[src/rtl/tefp_pkg.sv]
// Package for the tensor element to binary32 converter.
// Holds payload structs, format codes and float field constants; no dependencies.
`default_nettype none
package tefp_pkg;
   typedef enum logic [1:0] {
      FMT_FP32   = 2'd0,
      FMT_FP16   = 2'd1,
      FMT_Q8_0   = 2'd2,
      FMT_UNSUPP = 2'd3
   } fmt_type;

   typedef struct packed {
      logic [1:0]        cmd;
      logic [31:0]       raw_word;
      logic signed [7:0] quant_value;
   } req_type;

   typedef struct packed {
      logic [31:0] value_bits;
      logic        unsupported;
   } rsp_type;

   localparam logic [31:0] QNAN32  = 32'h7FC0_0000;
   localparam logic [31:0] QUIET32 = 32'h0040_0000;
   localparam logic [4:0]  H_EXP_MAX = 5'd31;
   localparam logic [7:0]  F_EXP_MAX = 8'd255;
endpackage
`default_nettype wire

[src/rtl/tensor_element_to_fp32.sv]
// Top level: converts one tensor element per transaction to binary32 bits.
// The result strobe follows start through the input register and then the result register.
// Throughput: one transaction per cycle; busy is tied low and the receiver cannot stall.
// Reset: synchronous active-high reset clears both valid flags.
// Depends on tefp_pkg and tefp_convert.
`default_nettype none
module tensor_element_to_fp32 (
   input  wire logic          clock,
   input  wire logic          reset,
   input  wire logic          start,
   output logic               busy,
   input  wire tefp_pkg::req_type req_data,
   output logic               rsp_strobe,
   output tefp_pkg::rsp_type  rsp_data
);
   import tefp_pkg::*;

   req_type req_ff;
   logic    req_vld_ff, req_vld_in;
   rsp_type rsp_ff, rsp_in;
   logic    rsp_vld_ff;

   assign busy       = 1'b0;
   assign req_vld_in = start & ~busy;

   tefp_convert u_convert (.req(req_ff), .rsp(rsp_in));

   always_ff @(posedge clock) begin
      if (reset) begin
         req_vld_ff <= 1'b0;
         rsp_vld_ff <= 1'b0;
      end else begin
         req_vld_ff <= req_vld_in;
         rsp_vld_ff <= req_vld_ff;
      end
      if (req_vld_in) req_ff <= req_data;
      if (req_vld_ff) rsp_ff <= rsp_in;
   end

   assign rsp_strobe = rsp_vld_ff;
   assign rsp_data   = rsp_ff;
endmodule
`default_nettype wire

[src/rtl/tefp_convert.sv]
// Combinational conversion of one element to binary32 bits.
// Depends on tefp_pkg.
`default_nettype none
module tefp_convert (
   input  wire tefp_pkg::req_type req,
   output tefp_pkg::rsp_type rsp
);
   import tefp_pkg::*;

   logic [31:0] half_bits;
   logic [31:0] q_bits;

   // binary16 widening
   logic [15:0] h;
   logic [4:0]  h_ex;
   logic [9:0]  h_fr;
   logic [3:0]  h_p;
   logic [22:0] h_sub;
   always_comb begin
      h     = req.raw_word[15:0];
      h_ex  = h[14:10];
      h_fr  = h[9:0];
      h_p   = '0;
      for (int i = 0; i < 10; i++) begin
         if (h_fr[i]) h_p = 4'(i);
      end
      h_sub = 23'({13'd0, h_fr} << (5'd23 - {1'b0, h_p}));
      if (h_ex == '0) begin
         if (h_fr == '0) half_bits = {h[15], 31'd0};
         else half_bits = {h[15], 8'({4'd0, h_p} + 8'd103), h_sub};
      end else if (h_ex == H_EXP_MAX) begin
         if (h_fr == '0) half_bits = {h[15], 8'hFF, 23'd0};
         else half_bits = {h[15], 8'hFF, 1'b1, h_fr[8:0], 13'd0};
      end else begin
         half_bits = {h[15], 8'({3'd0, h_ex} + 8'd112), h_fr, 13'd0};
      end
   end

   // q8_0 scaling, round to nearest even
   logic [31:0] s;
   logic        qneg;
   logic [7:0]  qmag;
   logic        sgn;
   logic [7:0]  ex;
   logic [23:0] m;
   logic [31:0] prod;
   logic [4:0]  b;
   logic signed [10:0] e, be;
   logic [4:0]  sh;
   logic [31:0] rem, half, mant, mask;
   logic [31:0] subsh;
   always_comb begin
      s    = req.raw_word;
      qneg = req.quant_value[7];
      qmag = qneg ? 8'(9'd256 - {1'b0, req.quant_value}) : req.quant_value;
      sgn  = s[31] ^ qneg;
      ex   = s[30:23];
      if (ex == '0) begin
         m = {1'b0, s[22:0]};
         e = -11'sd149;
      end else begin
         m = {1'b1, s[22:0]};
         e = 11'(signed'({3'd0, ex})) - 11'sd150;
      end
      prod = {8'd0, m} * {24'd0, qmag};
      b = '0;
      for (int i = 0; i < 32; i++) begin
         if (prod[i]) b = 5'(i);
      end
      be    = 11'(signed'({6'd0, b})) + e + 11'sd127;
      subsh = prod << 5'(e + 11'sd149);
      sh    = '0;
      mask  = '0;
      rem   = '0;
      half  = '0;
      if (b > 5'd23) begin
         sh   = b - 5'd23;
         mask = (32'd1 << sh) - 32'd1;
         rem  = prod & mask;
         half = 32'd1 << (sh - 5'd1);
         mant = prod >> sh;
         if (rem > half || (rem == half && mant[0])) mant = mant + 32'd1;
         if (mant[24]) begin
            mant = mant >> 1;
            be   = be + 11'sd1;
         end
      end else begin
         mant = prod << (5'd23 - b);
      end
      if (ex == F_EXP_MAX) begin
         if (s[22:0] != '0) q_bits = s | QUIET32;
         else if (qmag == '0) q_bits = QNAN32;
         else q_bits = {sgn, 8'hFF, 23'd0};
      end else if (prod == '0) begin
         q_bits = {sgn, 31'd0};
      end else if (be < 11'sd1) begin
         q_bits = {sgn, subsh[30:0]};
      end else if (be >= 11'sd255) begin
         q_bits = {sgn, 8'hFF, 23'd0};
      end else begin
         q_bits = {sgn, be[7:0], mant[22:0]};
      end
   end

   always_comb begin
      rsp.unsupported = 1'b0;
      case (req.cmd)
         FMT_FP32: rsp.value_bits = req.raw_word;
         FMT_FP16: rsp.value_bits = half_bits;
         FMT_Q8_0: rsp.value_bits = q_bits;
         default: begin
            rsp.value_bits  = '0;
            rsp.unsupported = 1'b1;
         end
      endcase
   end
endmodule
`default_nettype wire

[config.mk]
export PLATFORM = sky130hd
export DESIGN_NAME = tensor_element_to_fp32
export DESIGN_NICKNAME = d
export VERILOG_FILES = /design/src/rtl/tefp_pkg.sv /design/src/rtl/tensor_element_to_fp32.sv /design/src/rtl/tefp_convert.sv
export SDC_FILE = /design/constraint.sdc
export NUM_CORES = 1
export LEC_CHECK = 0
export BUFFER_PORTS_ARGS = -buffer_cell sky130_fd_sc_hd__buf_2
export CAP_MARGIN = 25
export CELL_PAD_IN_SITES_DETAIL_PLACEMENT = 1
export CELL_PAD_IN_SITES_GLOBAL_PLACEMENT = 1
export CORE_UTILIZATION = 44
export CTS_CLUSTER_SIZE = 24
export DETAILED_ROUTE_END_ITERATION = 10
export PLACE_DENSITY = 0.8
export REMOVE_ABC_BUFFERS = 1
export SLEW_MARGIN = 40
export SYNTH_ARGS = -nofsm -noshare
export SYNTH_HDL_FRONTEND = slang
export SYNTH_SLANG_ARGS = --single-unit
[constraint.sdc]
create_clock -name clock -period 13.5 [get_ports clock]
set_input_delay 2.025 -clock clock [delete_from_list [all_inputs] [get_ports clock]]
set_output_delay 2.025 -clock clock [all_outputs]
set_load 0.05 [all_outputs]
# == Word level (Yosys, flattened, before mapping) ==
# Index checks and enable logic that the tools add are counted.
# op_classes
add_sub_neg,14
n_mul,1
n_lt_le_gt_ge,4
n_eq_ne,5
n_shift,6
muxes,61
bitwise,2
reduce_logical,10
# op_table
op,n
31-bit two-way mux,6
32-bit two-way mux,3
32-bit case mux with 3 select lines,1
5-bit two-way mux,16
23-bit two-way mux,3
4-bit two-way mux,16
1-bit by 5-bit left shift with 32-bit output (first input constant),2
25-bit two-way mux,2
11-bit two-way mux,3
32-bit bitwise AND,1
32-bit == test,1
32-bit greater-than comparator,1
32-bit zero test,1
24-bit by 8-bit multiplier with 32-bit output,1
32-bit by 5-bit left shift with 23-bit output,1
32-bit by 5-bit left shift with 31-bit output,1
32-bit by 5-bit >> shifter with 25-bit output,1
32-bit by 1-bit subtractor with 32-bit output (second input constant),1
25-bit by 1-bit adder with 25-bit output (second input constant),1
24-bit two-way mux,1
23-bit nonzero test,1
10-bit by 5-bit left shift with 23-bit output,1
8-bit zero test,2
3-bit two-way mux,4
29 further kinds,32
# word_totals
register_bits,77
input_bits,45
output_inout_bits,35
wordCells,110

# == Longest topological paths before layout ==
# depth
ltp_word,51
mapped_depth,72
depth_no_buf,61

# == Cells and area by module ==
# From an unflattened synthesis, not the netlist that was laid out.
# hier_totals
cells_unflattened,2578
hier_area_um2,19368.6
# modules_own_cells
module,instances,cells_each,area_per_inst_um2,seq_area_each_um2
tefp_convert,1,2497,17052.6,0.0
tensor_element_to_fp32,1,81,2316.0,2292.2

# == Worst setup path after synthesis ==
# OpenSTA, ideal clock, no wires.
# synth_path
path_type,register -> register
start,register req_ff[0] in the netlist's numbering
end,"register rsp_ff, in the netlist rsp_data[26] (data pin)"
setup_ns,0.261
arrival_ns,13.991
slack_ns,-0.752
stages_incl_launch_ff,60
n_path_buf,12
synth_period_minus_slack_ns,14.252
cell_sequence,edfxtp_1 or3_1 nor4b_1 clkbuf_1 nand2_1 fa_1 inv_1 fa_1 inv_1 fa_1 inv_1 fa_1 ha_1 a22o_1 or4_4 o21ai_4 a211oi_1 or3_1 (+24 left out) nor2_1 ha_1 o21ai_0 nand2b_1 a21oi_1 o311ai_0 nand2b_1 o31a_1 o2111ai_2 or4_1 buf_4 mux2i_2 mux2i_1 o211ai_4 o21ai_4 buf_6 a21oi_1 a221o_1
# synth_lines
element,line,source
from (decl),tensor_element_to_fp32.sv:18,req_type req_ff;
from (signal assigned),tensor_element_to_fp32.sv:36,if (req_vld_in) req_ff <= req_data;
to (signal assigned),tensor_element_to_fp32.sv:37,if (req_vld_ff) rsp_ff <= rsp_in;
to (decl),tensor_element_to_fp32.sv:20,"rsp_type rsp_ff, rsp_in;"

==> flow_summary.ini <==
[place]
placedCellCount = 3225
routabilityCongestion = 1.017
placed_area_um2 = 21010
numPortBuffers = 78
hpwl_um = 68430
dpl_worst_slack_ps = -582.0

[global_routing]
gr-usage-all-layers = 0.3779
use_met3 = 0.03940
grt_pass1_wl_um = 128900
grt.met2_usage = 0.6211
antenna_found_initial = 0
grt-busiest-layer = met2
grt_pass1_vias = 21200
grt_use_met1 = 0.4978
overflow = 0
grt_max_degree = 45

[floorplanning]
rows = 76
chipHeight_um = 211.1
die_w_um = 211.1
start_util = 0.4467
dieArea_um2 = 44570
ios = 80
core_area_um2 = 43080

[routing]
totalWireLength_um = 88680
first_pass_iters = 5
drc_errors = 0
via_per_inst = 6.442
drt_iter0_drc = 2059
wire_per_inst_um = 26.99
vias = 21160
drtAntennaViolNets = 0

[timing]
min_period_ps = 13240
tightest_slew_ps = 926.7
setup_viol = 0
setup_ws_ps = 263.3
clock.fmax_mhz = 75.55
relSlewSlack = 0.3780
hold_viol = 0
skew_ps = 11.72
period_share = 0.9805
finalSetupTns_ps = 0
maxSlewViolCount = 0

[critical_path]
crit_path_frequent_cell = buf_4
crit_fanout = 7
cp.required_ps = 13590
r2r_setup_slack_ps = 260
cp_slowest_cell = or4_4
startpoint_type = register
end_kind = register
cp.arrival_ps = 13330
crit_type = register to register
timing.critical_path.slowest_cell_delay_ps = 670

[synth]
synthCells = 2570
yosysWarnings = 0
synth-edff-count = 75
synth_area_per_cell_um2 = 7.487
ys.flop_type = edfxtp_1
synth_cell_types = 112
seq_area_frac_synth = 0.1191
async_flop_share = 0
yosys_register_bits = 77
syn_area_um2 = 19240

[job]
drv_cap = 0

[clock_tree]
cts_hold_buffers = 0
cts.sinks = 77
root_buffer = clkbuf_16
cts_buffers = 9
clk_pin_slew_worst_paths_ps = 70
htree_levels = 3
cts_tree = yes
clk_latency_ps = 350
clk_path_buf_depth = 2

[status]
outcome = finished, final reports clean

[worst_hold_path]
hold_class = register to register

[layout]
instances_no_fill = 3285
design_area_um2 = 22320
final_cell_mix = nand2_1 (275), nor2_1 (262), buf_4 (187)
nNetsFinal = 2986
final_layout_size_suffix_gt1_frac = 0.1793
layout_commonest_cell = nand2_1
area_growth_pct = 16.01
antenna_cells = 0
==> metrics by stage <==
step	hold WS, ps	util
floorplan	632.5	-
global placement	697.0	0.4873
detailed placement	737.1	0.4876
CTS	751.5	0.4982
global route	790.0	0.5182
finish	744.9	0.5182
==> flip-flops by register name (all words and copies together) (netlist names) <==
name / flops
req_ff: 42
rsp_data: 33
rsp_strobe: 1
req_vld_ff: 1
==> Yosys cell counts (16+ instances only) <==
library cell    n  share of area
a211oi_1       37          0.014
ha_1          113          0.073
xor2_1         40          0.018
a21oi_1       181          0.047
nand4_1        27         0.0088
nor2_1        268          0.052
o211ai_1       38          0.015
nand2_1       278          0.054
a22oi_1        21         0.0082
mux2i_1        79          0.041
a21o_1         24         0.0094
fa_1          133           0.14
o21ai_0       143          0.037
nand3_1        74          0.019
nand2b_1       20         0.0065
nor3_1         58          0.015
and2_1         84          0.027
inv_1         188          0.037
edfxtp_1       75           0.12
o21ai_1        19         0.0049
xnor2_1        53          0.024
nor2b_1        75          0.024
clkbuf_1      131          0.026
and3_1         21         0.0068
o21a_1         19         0.0074
o31ai_1        16         0.0062
a31oi_1        27         0.0088
nor4_1         19         0.0062
==> metal layers <==
metal	wire length, um	part of all wire	vias up
li1	-	-	9324
met1	36060	0.41	10610
met2	41720	0.47	1021
met3	6527	0.074	204
met4	4364	0.049	0
met5	0	0	-
==> what timing repair did <==
item | CTS | global route
gates resized for setup | 21 | 121
setup buffers | 5 | 33
pin swaps | 3 | 40
hold endpoints to repair | 0 | 0
cloned | 1 | 5
setup endpoints to repair | 31 | 31
==> area by class of cell <==
type | instances | area (um^2)
inverters | 194 | 729.5
clock inverters | 4 | 30.03
clock buffers | 12 | 266.5
well taps | 585 | 732.0
repair buffers | 279 | 2008
flip-flops and latches | 77 | 2292
multi-input cells | 2134 | 16260
fillers | 5368 | 20750
==> logic make-up (layout without fill, tap and decap cells) <==
group                    Yosys count  after routing  synth area share
multiplexers                     103            103           0.06073
other                              1              1         0.0001949
buffers and inverters            361            489           0.07283
AND/OR/NAND/NOR                  989            989            0.2470
flip-flops                        77             77            0.1191
AO/OA/AOI/OAI                    696            696            0.2420
XOR/XNOR                          97             99           0.04630
adder cells (fa/ha/maj)          246            246            0.2118
==> worst max-delay path: cells and delay by family, from the launching register on <==
family,cells,cell delay [ps]
AO/OA/AOI/OAI,19,3840
XOR/XNOR,2,550
adder cells (fa/ha/maj),7,2920
buffers and inverters,13,1590
flip-flops,1,440
multiplexers,2,400
AND/OR/NAND/NOR,13,3220
==> path summary, 6_finish.rpt <==
kind,startpoint,endpoint,cells past startpoint
setup / recovery,req_ff[2]$_DFFE_PP_,rsp_data[15]$_DFFE_PP_,56
hold / removal,req_ff[39]$_DFFE_PP_,rsp_data[32]$_DFFE_PP_,2
hold reg to reg,req_ff[39]$_DFFE_PP_,rsp_data[32]$_DFFE_PP_,2
setup reg to reg,req_ff[2]$_DFFE_PP_,rsp_data[15]$_DFFE_PP_,56
Power is left out: the tool's default activity adds up to more than one toggle a clock period on the data nets, which glitch-free logic cannot reach.
